--- src/hw/rtl/tksm_pkg.sv ---
// Package for the top-k sum times min key score engine.
// Holds sizing constants and controller command/status structs.
package tksm_pkg;
   localparam int MaxPairsDefault  = 1024;
   localparam int ValueBitsDefault = 16;
   localparam int CountBits        = 11;
   localparam int ScoreBits        = 42;

   typedef struct packed {
      logic load;       // write incoming pair at pair_count
      logic clr_count;  // return pair count to zero
      logic sort_rd;    // read store[j-1]
      logic sort_cur;   // capture store[i] as cur
      logic init_i;     // begin outer step i, read store[i]
      logic shift_wr;   // store[j] <= store[j-1], j--
      logic place_wr;   // store[j] <= cur
      logic scan_init;  // reset heap/sum/best, i = 0
      logic scan_rd;    // read store[i]
      logic hp_push;    // append weight at heap end
      logic hp_put;     // write moving weight at pos
      logic hp_up_rd;   // read heap parent
      logic hp_up_sw;   // move parent down into pos
      logic hp_rep;     // replace root with weight
      logic hp_dn_rd;   // read left child
      logic hp_dn_rd2;  // take left child, read right child
      logic hp_dn_rd3;  // take right child
      logic hp_dn_sw;   // move smaller child up into pos
      logic score;      // form product
      logic accum;      // update best
      logic next_i;     // advance scan index
      logic emit;       // present result
   } tksm_cmd_type;

   typedef struct packed {
      logic bad;
      logic full;
      logic sort_more;   // i < n
      logic shift_go;    // j>0 && store[j-1] < cur
      logic scan_more;   // i < n
      logic heap_fill;   // heap_size < k
      logic up_go;       // parent > moving weight
      logic up_top;      // pos == 0
      logic dn_has_l;
      logic dn_has_r;
      logic dn_go;       // a child is smaller than the moving weight
      logic at_k;        // heap_size == k
   } tksm_sts_type;
endpackage

--- src/hw/rtl/tksm_ctrl.sv ---
// Controller state machine: load, insertion sort, heap scan, result strobe.
// Depends on tksm_pkg.
module tksm_ctrl import tksm_pkg::*; (
   input  logic         clock,
   input  logic         reset,
   input  logic         start,
   input  logic         last_item,
   input  tksm_sts_type sts,
   output tksm_cmd_type cmd,
   output logic         busy,
   output logic         rsp_valid
);
   localparam logic [4:0] S_IDLE = 5'd0,  S_SRT0 = 5'd1,  S_SRT1 = 5'd2,
                          S_SRTJ = 5'd3,  S_SRTW = 5'd4,  S_SCN0 = 5'd5,
                          S_SCN1 = 5'd6,  S_SCN2 = 5'd7,  S_UPR  = 5'd8,
                          S_UPC  = 5'd9,  S_REP  = 5'd10, S_DNL  = 5'd11,
                          S_DNR  = 5'd12, S_DNC  = 5'd13, S_MUL  = 5'd14,
                          S_ACC  = 5'd15, S_EMIT = 5'd16, S_OUT  = 5'd17,
                          S_SRTR = 5'd18, S_SRTC = 5'd19, S_DNW  = 5'd20;
   logic [4:0] state_ff, state_in;
   logic       valid_ff;

   assign busy      = state_ff != S_IDLE;
   assign rsp_valid = valid_ff;

   always_comb begin
      cmd = '0; state_in = state_ff;
      case (state_ff)
         S_IDLE: if (start) begin
            cmd.load = 1'b1;
            if (last_item) state_in = S_SRT0;
         end
         S_SRT0: begin  // check bad count; then sort from i = 1
            cmd.scan_init = 1'b1;
            state_in = S_EMIT;
         end
         S_EMIT: state_in = sts.bad ? S_OUT : S_SRTC;
         S_SRTC: begin cmd.next_i = 1'b1; state_in = S_SRT1; end
         S_SRT1: if (sts.sort_more) begin cmd.init_i = 1'b1; state_in = S_SRTR; end
                 else begin cmd.scan_init = 1'b1; state_in = S_SCN0; end
         S_SRTR: begin cmd.sort_cur = 1'b1; state_in = S_SRTJ; end
         S_SRTJ: begin cmd.sort_rd = 1'b1; state_in = S_SRTW; end
         S_SRTW: if (sts.shift_go) begin cmd.shift_wr = 1'b1; state_in = S_SRTJ; end
                 else begin cmd.place_wr = 1'b1; state_in = S_SRT1; end
         S_SCN0: if (sts.scan_more) state_in = S_SCN1;
                 else state_in = S_OUT;
         S_SCN1: begin cmd.scan_rd = 1'b1; state_in = S_SCN2; end
         S_SCN2: if (sts.heap_fill) begin cmd.hp_push = 1'b1; state_in = S_UPR; end
                 else state_in = S_REP;
         S_UPR:  begin
            cmd.hp_put = 1'b1;
            if (sts.up_top) state_in = S_MUL;
            else begin cmd.hp_up_rd = 1'b1; state_in = S_UPC; end
         end
         S_UPC:  if (sts.up_go) begin cmd.hp_up_sw = 1'b1; state_in = S_UPR; end
                 else state_in = S_MUL;
         S_REP:  begin cmd.hp_rep = 1'b1; state_in = S_DNL; end
         S_DNL:  begin
            cmd.hp_put = 1'b1;
            if (sts.dn_has_l) begin cmd.hp_dn_rd = 1'b1; state_in = S_DNR; end
            else state_in = S_MUL;
         end
         S_DNR:  begin
            cmd.hp_dn_rd2 = 1'b1;
            state_in = sts.dn_has_r ? S_DNW : S_DNC;
         end
         S_DNW:  begin cmd.hp_dn_rd3 = 1'b1; state_in = S_DNC; end
         S_DNC:  if (sts.dn_go) begin cmd.hp_dn_sw = 1'b1; state_in = S_DNL; end
                 else state_in = S_MUL;
         S_MUL:  begin if (sts.at_k) cmd.score = 1'b1; state_in = S_ACC; end
         S_ACC:  begin
            if (sts.at_k) cmd.accum = 1'b1;
            cmd.next_i = 1'b1; state_in = S_SCN0;
         end
         S_OUT:  begin cmd.emit = 1'b1; cmd.clr_count = 1'b1; state_in = S_IDLE; end
         default: state_in = S_IDLE;
      endcase
   end

   always_ff @(posedge clock) begin
      if (reset) begin
         state_ff <= S_IDLE; valid_ff <= 1'b0;
      end else begin
         state_ff <= state_in; valid_ff <= cmd.emit;
      end
   end
endmodule

--- config.mk ---
export PLATFORM = sky130hd
export DESIGN_NAME = tksm_ctrl
export DESIGN_NICKNAME = d
export VERILOG_FILES = /design/src/hw/rtl/tksm_pkg.sv /design/src/hw/rtl/tksm_ctrl.sv
export SDC_FILE = /design/constraint.sdc
export NUM_CORES = 1
export LEC_CHECK = 0
export ABC_AREA = 1
export BUFFER_PORTS_ARGS = -buffer_cell sky130_fd_sc_hd__buf_4
export CORE_UTILIZATION = 40
export CTS_BUF_LIST = sky130_fd_sc_hd__clkbuf_4
export CTS_CLUSTER_SIZE = 16
export DETAILED_ROUTE_END_ITERATION = 12
export GPL_TIMING_DRIVEN = 0
export PLACE_DENSITY = 0.77
export SYNTH_ARGS = -nofsm -noshare
export SYNTH_HDL_FRONTEND = slang
export SYNTH_SLANG_ARGS = --single-unit
--- constraint.sdc ---
create_clock -name clock -period 1.4 [get_ports clock]
set_input_delay 0.28 -clock clock [delete_from_list [all_inputs] [get_ports clock]]
set_output_delay 0.28 -clock clock [all_outputs]
set_load 0.02 [all_outputs]
==> results.toml, run 1 <==
[status]
status = "stopped before the end"
stop_stage = "global routing (5_1_grt)"
firstError = "[ERROR DPL-0038] Utilization greater than 100%, impossible to legalize"

[placement]
gp_congestion = 0.950
place.port_buffers = 38
place_hpwl_mm = 1.81
placed_area_um2 = 1060

[clock_network]
cts_buffer_depth = 2
cts_hold_buf = 0
cts.htree.levels = 1
numClockSinks = 6
cts_inserted_buffers = 3
clockRootBuffer = "clkbuf_4"

[floorplanning]
initial_core_util = 0.450
chipWidth_um = 44.3
dieHeight_um = 44.3
rows = 14
ios = 40

[yosys]
synthesis.area_um2 = 717
ys_types = 21
synth_cells = 137
syn_avg_cell_area_um2 = 5.23
syn-num-nets = 153
seq_area_frac_synth = 0.168
synth_seq_cells = 6
yosysWarnings = 0

[global_routing]
grt_max_degree = 8

[timing]
worst_path_end_type = "primary output"
crit_endpoint = "cmd[17]"
-- timing repair --
action | CTS
gates resized for setup | 51
setup endpoints to repair | 25
gates cloned | 0
pin swaps | 11
setup buffers | 21
-- cells by family after synthesis --
group | count (synthesis) | share of synthesized area
flops | 6 | 0.168
buf+inv | 36 | 0.202
simple gates | 88 | 0.578
compound gates | 7 | 0.0523
-- synth_stat cells --
cell type | number | area (um2)
nand2_1 | 30 | 113
inv_1 | 25 | 93.8
nor2_1 | 19 | 71.3
nand3_1 | 18 | 90.1
inv_2 | 7 | 26.3
dfxtp_1 | 6 | 120
nor3_1 | 5 | 25.0
nand4_1 | 4 | 25.0
a21oi_1 | 3 | 15.0
nand2_2 | 3 | 18.8
nor2_2 | 3 | 18.8
buf_4 | 2 | 15.0
nor2_4 | 2 | 22.5
nor4_1 | 2 | 12.5
o21ai_1 | 2 | 10.0
clkinv_1 | 1 | 3.75
inv_4 | 1 | 6.26
nand3_2 | 1 | 10.0
nor3b_1 | 1 | 7.51
o211ai_1 | 1 | 7.51
o21ai_0 | 1 | 5.00
-- through the flow --
stage	instances	setup TNS (ns)	setup slack (ns)	hold slack (ns)
floorplan	137	-0.0605	-0.0605	0.349
global placement	199	-0.855	-0.191	0.497
detailed placement	199	-1.14	-0.183	0.496
CTS	223	-3.03	-0.217	0.226
==> run 2: changes to the inputs <==
Settings changed: CORE_AREA set to 2 2 63 65, CORE_UTILIZATION 40 to not set, CTS_BUF_LIST sky130_fd_sc_hd__clkbuf_4 to not set, CTS_CLUSTER_SIZE 16 to not set, DIE_AREA set to 0 0 65 67, PLACE_DENSITY 0.77 to not set, PLACE_DENSITY_LB_ADDON set to 0.15.
==> results.toml, run 2 <==
[status]
status = "complete, but fails checks"
violations = "negative setup slack"

[yosys]
synth_top_area_frac = 0.168
syn-num-nets = 153
yosysWarnings = 0
synthesis.area_um2 = 717
yosys.cell_count.top_type = "nand2_1"
synth_seq_cells = 6
synth_top_area_cell = "dfxtp_1"
async_flop_share = 0
synth-main-ff-cell = "dfxtp_1"
ys_top_cells_by_area = "dfxtp_1, nand2_1, inv_1"
seq_area_frac_synth = 0.168
synth_edf_count = 0
synthTopCellsByCount = "nand2_1, inv_1, nor2_1"
ys_types = 21
syn_avg_cell_area_um2 = 5.23
synth_cells = 137

[floorplanning]
initial_core_util = 0.199
dieHeight_um = 67
coreArea_um2 = 3610
rows = 22
ios = 40
dieArea_um2 = 4360
chipWidth_um = 65

[critical_path]
cp.buffers_inverters = 2
cp_top_family = "simple AND/OR/NAND/NOR gates"
critPathMaxFanout = 7
critPathMaxStageDelay_ns = 0.36
crit_path_top_delay_cell = "dfxtp_4"
crit_type = "reg -> out"
cp.required_ns = 1.12
crit_path_start_kind = "register"
cp-end-kind = "primary output"
crit_arrival_ns = 1.29
crit_chain = "inv_8, nand2_4, nor2_4, nand2_4, nor2_4, buf_6"

[clock_network]
clockRootBuffer = "clkbuf_8"
cts_hold_buf = 0
insertion_delay_ns = 0.22
cts_tree = "yes"
clk_pin_slew_worst_paths_ns = 0.04
cts_inserted_buffers = 3
cts_buffer_depth = 2
cts.htree.levels = 1
numClockSinks = 6

[timing]
setup_viol = 26
max_freq_mhz = 637
hold_slack_ns = 0.252
layout_setup_ws_ns = -0.169
drv_slew = 0
rsz0062_at_grt = "yes"
hold_viol = 0
fin_crit_sh = 1.12
period_needed_ns = 1.57
worst_pin_slew_ns = 0.305
relSlewSlack = 0.796
fin_worst_skew_ns = 0.00264

[power]
swShare = 0.447
internal_power_mw = 1.31
power_density_nw_per_um2 = 1310
p_switching_mw = 1.06
clkPwrFrac = 0.108
power_mw = 2.37
seqPwrFrac = 0.139
p_comb_frac = 0.753
ir_worst_vdd_mv = 0.843
p_leak_nw = 1.01

[drt]
via_per_inst = 4.64
antenna_left = 0
dr_wl_met2_mm = 1.78
drc_errors = 0
drtIter0Drc = 49
route.met3.wl_um = 306
post_drt_wl_per_cell_um = 13.2
routed_wl_mm = 3.55
vias = 1252
first_pass_iters = 4
dr.max_layer_used = "met4"
wl_met1_mm = 1.33

[cells_and_area]
antennaDiodeCount = 0
regMostFlops = "state_ff"
layout_commonest_cell = "buf_4"
fin_area_um2 = 1810
largest_reg_flops = 5
most-common-layout-cells = "buf_4, buf_6, nand2_1"
area.growth.synth_to_final_pct = 153
fin_util = 0.503
nFillCells = 336
nets = 240
drive_gt1_frac = 0.685

[job]
maxCapViolCount = 0

[global_routing]
grt_pass1_wl_mm = 5.35
antenna_found_initial = 0
grt-ovfl-total = 0
grt_pass1_vias = 1165
grtUsageTotal = 0.163
grt_max_degree = 8

[placement]
dp_slack_ns = -0.201
placed_area_um2 = 1090
place.port_buffers = 38
gp_congestion = 0.853
place_hpwl_mm = 2.05

[worst_hold_path]
min_path_type = "in -> reg"
==> run 2: power by group through the flow <==
stage / clock, mW / combinational (mW) / sequential, mW
after floorplan: 0 / 0.569 / 0.254
after global placement: 0 / 0.865 / 0.259
after detailed placement: 0 / 0.856 / 0.259
after CTS: 0.269 / 1.57 / 0.295
after global routing: 0.281 / 1.88 / 0.337
final: 0.256 / 1.78 / 0.330
==> run 2: repair_timing <==
item,in CTS,in global routing
resized for setup,78,24
pin swaps,16,22
setup buffers,35,15
setup endpoints to repair,26,28
==> run 2: cell type report <==
type	instances	area [um2]	share of cell area
flip-flops and latches	6	139	0.0766
repair buffers	83	753	0.415
multi-input cells	95	668	0.369
well taps	48	60.1	0.0331
inverters	34	144	0.0794
clock buffers	3	41.3	0.0228
plain buffers	1	7.51	0.00414
==> run 2: final timing paths <==
kind                     from           to  slack, ns  cells past startpoint
hold / removal          reset  state_ff[3]       0.25                      2
setup reg to reg  state_ff[1]  state_ff[0]      -0.12                     11
hold reg to reg   state_ff[4]    rsp_valid       0.65                      3
setup / recovery  state_ff[4]       cmd[7]      -0.17                      6
==> run 2: cell families (layout without fill, tap and decap cells) <==
family	Yosys count	after routing	share of synthesized area
buffers and inverters	36	121	0.202
and+or+nand+nor	88	88	0.578
DFF	6	6	0.168
AOI/OAI and AO/OA	7	7	0.0523
==> run 2: routing by layer <==
layer	vias to the layer above	GRT usage
met5	-	0
met4	0	0.0665
met3	14	0.0507
met2	64	0.287
met1	574	0.180
li1	600	-
==> run 2: stage by stage <==
step / instances / TNS (ns)
final: 270 / -2.65
after global routing: 270 / -4.20
after CTS: 258 / -3.30
after detailed placement: 223 / -1.45
after global placement: 223 / -1.53
after floorplan: 137 / -0.0605
(Power assumes the default switching activity.)
==> run 3: changes to the inputs <==
Settings changed: CTS_BUF_LIST set to sky130_fd_sc_hd__clkbuf_16, SETUP_SLACK_MARGIN set to 0.5.
==> results.toml, run 3 (synthesized netlist as in run 2, its figures left out) <==
[clock_network]
insertion_delay_ns = 0.23
cts.htree.levels = 1
numClockSinks = 6
clk_pin_slew_worst_paths_ns = 0.04
cts_hold_buf = 0
cts_inserted_buffers = 3
cts_buffer_depth = 2
clockRootBuffer = "clkbuf_16"
cts_tree = "yes"

[cells_and_area]
most-common-layout-cells = "buf_4, buf_6, nand2_1"
fin_util = 0.480
nFillCells = 363
nets = 225
regMostFlops = "state_ff"
drive_gt1_frac = 0.657
antennaDiodeCount = 0
area.growth.synth_to_final_pct = 141
layout_commonest_cell = "buf_4"
largest_reg_flops = 5
fin_area_um2 = 1730
final_cells = 255

[timing]
drv_slew = 0
max_freq_mhz = 624
worst_pin_slew_ns = 0.258
setup_viol = 27
hold_viol = 0
relSlewSlack = 0.827
period_needed_ns = 1.60
layout_setup_ws_ns = -0.203
fin_crit_sh = 1.15
rsz0062_at_grt = "yes"
fin_worst_skew_ns = 0.00283

[floorplanning]
initial_core_util = 0.199
rows = 22
coreArea_um2 = 3610
chipWidth_um = 65
dieHeight_um = 67
ios = 40
dieArea_um2 = 4360

[placement]
place_hpwl_mm = 2.11
gp_congestion = 0.812
dp_slack_ns = -0.0757
dpl.cell_count = 223
placed_area_um2 = 1210
place.port_buffers = 38

[status]
status = "complete, but fails checks"
violations = "negative setup slack"

[global_routing]
grt_pass1_vias = 1074
grt-ovfl-total = 0
grt_pass1_wl_mm = 5.04
antenna_found_initial = 0
grtUsageTotal = 0.148
grt_max_degree = 9

[critical_path]
cp.required_ns = 1.12
crit_type = "reg -> out"
cp-end-kind = "primary output"
rr_endpoint = "state_ff[1]"
rrSetupSlack_ns = -0.09
reg2reg_from = "state_ff[4]"
crit_arrival_ns = 1.32
critPathMaxFanout = 7
r2r_cells = 12
crit_path_start_kind = "register"

[drt]
drc_errors = 0
routed_wl_mm = 3.03
vias = 1137
drtIter0Drc = 44
via_per_inst = 4.46
antenna_left = 0
post_drt_wl_per_cell_um = 11.9
first_pass_iters = 5

[worst_hold_path]
min_path_type = "in -> reg"
min_from = "reset"
hold_depth = 2
min_delay_worst_endpoint = "state_ff[3]"

[job]
maxCapViolCount = 0

[power]
ir_worst_vdd_mv = 0.493
power_density_nw_per_um2 = 1250
power_mw = 2.16
p_leak_nw = 0.943
[run 3: what timing repair did]
item	4_1_cts	5_1_grt
gates resized for setup	44	6
pin swaps	17	6
endpoints found under the hold margin	0	0
setup endpoints to repair	30	30
buffers inserted	24	5
[run 3: final cells by class]
class / count / area, um2 / share of cell area
well taps: 48 / 60.1 / 0.0347
plain buffers: 2 / 22.5 / 0.0130
flip-flops and latches: 6 / 138 / 0.0796
multi-input cells: 95 / 692 / 0.400
clock buffers: 3 / 75.1 / 0.0434
repair buffers: 67 / 598 / 0.346
inverters: 34 / 144 / 0.0832
[run 3: stage by stage]
step                      TNS, ns  hold slack, ns
final                       -3.14           0.257
after global routing        -4.87           0.272
after CTS                   -2.87           0.256
after detailed placement   -0.371           0.485
after global placement     -0.371           0.487
after floorplan                 0           0.339
[run 3: power breakdown]
group | switching (mW) | internal [mW]
sequential | 0.0880 | 0.227
clock | 0.0924 | 0.366
combinational | 0.793 | 0.596
[run 3: worst max path at each step]
stage | start | to | slack (ns)
6_report | state_ff[4] | cmd[7] | -0.20
5_1_grt | state_ff[4] | cmd[7] | -0.26
4_1_cts | state_ff[4] | cmd[7] | -0.19
3_5_place_dp | state_ff[4] | cmd[8] | -0.08
3_3_place_gp | state_ff[4] | cmd[8] | -0.07
2_1_floorplan | state_ff[4] | cmd[7] | 0.12
[run 3: metal layers]
layer,global-route usage,up-vias,wire [um]
met5,0,-,0
met4,0.0239,0,10
met3,0.0220,3,206
met2,0.269,45,1580
met1,0.186,521,1230
li1,-,568,-
[run 3: worst max-delay path, stage by stage, from the launching register on]
cell     delay, ns
dfxtp_2       0.31
buf_6         0.13
inv_8         0.07
nand2_8       0.05
nor2_4        0.22
nand2_4       0.10
nor2_4        0.09
buf_6         0.12
==> run 4: changes to the inputs <==
Settings changed: PLACE_DENSITY set to 0.4, PLACE_DENSITY_LB_ADDON 0.15 to not set.
==> results.toml, run 4 (synthesized netlist as in run 2, its figures left out) <==
[cells_and_area]
nets = 247
drive_gt1_frac = 0.778
layout_commonest_cell = "buf_4"
final_cells = 278
fin_area_um2 = 2140
nFillCells = 306
antennaDiodeCount = 0
most-common-layout-cells = "buf_4, buf_6, inv_2"
regMostFlops = "state_ff"
area.growth.synth_to_final_pct = 198
largest_reg_flops = 5

[global_routing]
grt.met1_usage = 0.190
grt_pass1_wl_mm = 5.82
met2_usage = 0.336
use_met3 = 0.0253
grt_max_degree = 8
grt-ovfl-total = 0
grtUsageTotal = 0.171
grt.busiest_layer = "met2"
antenna_found_initial = 0
grt_pass1_vias = 1309

[floorplanning]
initial_core_util = 0.199
chipWidth_um = 65
rows = 22
ios = 40
dieArea_um2 = 4360
coreArea_um2 = 3610
dieHeight_um = 67

[placement]
gp_congestion = 0.771
place.port_buffers = 38
place_hpwl_mm = 2.32
placed_area_um2 = 1210
dpl.cell_count = 223

[timing]
relSlewSlack = 0.828
rsz0062_at_grt = "yes"
hold_viol = 0
setup_viol = 27
layout_setup_ws_ns = -0.183
fin_worst_skew_ns = 0.000147
fin_tns_setup_ns = -3.09
drv_slew = 0
max_freq_mhz = 632
worst_pin_slew_ns = 0.257
period_needed_ns = 1.58
fin_crit_sh = 1.13
hold_slack_ns = 0.276

[power]
seqPwrFrac = 0.100
power_mw = 2.92
power_density_nw_per_um2 = 1370
p_switching_mw = 1.24
internal_power_mw = 1.69
p_leak_nw = 1.15
p_comb_frac = 0.739
ir_worst_vdd_mv = 0.716
swShare = 0.423
clkPwrFrac = 0.160

[clock_network]
cts_inserted_buffers = 3
clk_pin_slew_worst_paths_ns = 0.03
clockRootBuffer = "clkbuf_16"
cts_hold_buf = 0
cts.htree.levels = 1
numClockSinks = 6
insertion_delay_ns = 0.23
cts_buffer_depth = 2
cts_tree = "yes"

[drt]
via_per_inst = 4.52
vias = 1256
drtIter0Drc = 39
antenna_left = 0
post_drt_wl_per_cell_um = 13.1
first_pass_iters = 4
routed_wl_mm = 3.63
drc_errors = 0

[status]
status = "complete, but fails checks"
violations = "negative setup slack"

[critical_path]
r2r_cells = 14
rrSetupSlack_ns = -0.16
rr_endpoint = "state_ff[1]"
reg2reg_from = "state_ff[4]"
worstSetupEndpoint = "cmd[11]"
crit_type = "reg -> out"
cp.required_ns = 1.12
crit_path_start_kind = "register"
cp-end-kind = "primary output"
crit_arrival_ns = 1.30
critPathMaxFanout = 7
startpoint = "state_ff[4]"

[worst_hold_path]
min_path_type = "in -> reg"

[job]
maxCapViolCount = 0
run 4: cell count changes in the layout (fill, tap and decap cells not counted), sizes merged:
cell / delta
inv: +1
buf: +22
run 4: stage by stage:
stage / util / setup WS, ns
3_5_place_dp: 0.336 / -0.0746
6_report: 0.593 / -0.183
3_3_place_gp: 0.336 / -0.102
2_1_floorplan: - / 0.122
4_1_cts: 0.551 / -0.182
5_1_grt: 0.593 / -0.227
run 4: cell type report:
cell class | count | area [um2] | share of cell area
tap | 48 | 60.1 | 0.0281
inverter | 34 | 153 | 0.0714
clock buffer | 3 | 75.1 | 0.0351
multi-input combinational | 95 | 806 | 0.377
buffer | 2 | 22.5 | 0.0105
sequential | 6 | 138 | 0.0644
timing repair buffer | 89 | 881 | 0.412
clock inverter | 1 | 3.75 | 0.00176
run 4: timing repair:
action / in CTS / in global routing
gates resized for setup: 79 / 19
setup endpoints to repair: 30 / 30
setup buffers: 42 / 9
pin swaps: 31 / 16
run 4: worst min path at each step:
stage	start	endpoint	slack [ns]	cells after the start
after floorplan	reset	state_ff[2]	0.34	1
after global placement	reset	state_ff[3]	0.49	2
after detailed placement	reset	state_ff[0]	0.49	2
after CTS	reset	rsp_valid	0.27	2
after global routing	reset	state_ff[0]	0.29	2
final	reset	state_ff[0]	0.28	2
run 4: power groups by stage:
| stage | sequential (mW) | combinational, mW | clock [mW] |
|---|---|---|---|
| 5_1_grt | 0.299 | 2.26 | 0.484 |
| 3_5_place_dp | 0.292 | 1.01 | 0 |
| 2_1_floorplan | 0.287 | 0.691 | 0 |
| 6_report | 0.294 | 2.16 | 0.468 |
| 4_1_cts | 0.292 | 1.88 | 0.475 |
| 3_3_place_gp | 0.290 | 1.02 | 0 |
run 4: critical path, stage by stage, from the launching register on:
cell     delay [ns]
dfxtp_2        0.31
buf_6          0.13
inv_8          0.08
nand2_8        0.05
nor2_4         0.10
buf_12         0.14
nand2_1        0.07
nand2_2        0.08
buf_6          0.11
run 4: per-layer routing:
| layer | share of wire | vias to the layer above |
|---|---|---|
| li1 | - | 615 |
| met1 | 0.39 | 574 |
| met5 | 0 | - |
| met3 | 0.062 | 10 |
| met2 | 0.52 | 57 |
| met4 | 0.024 | 0 |
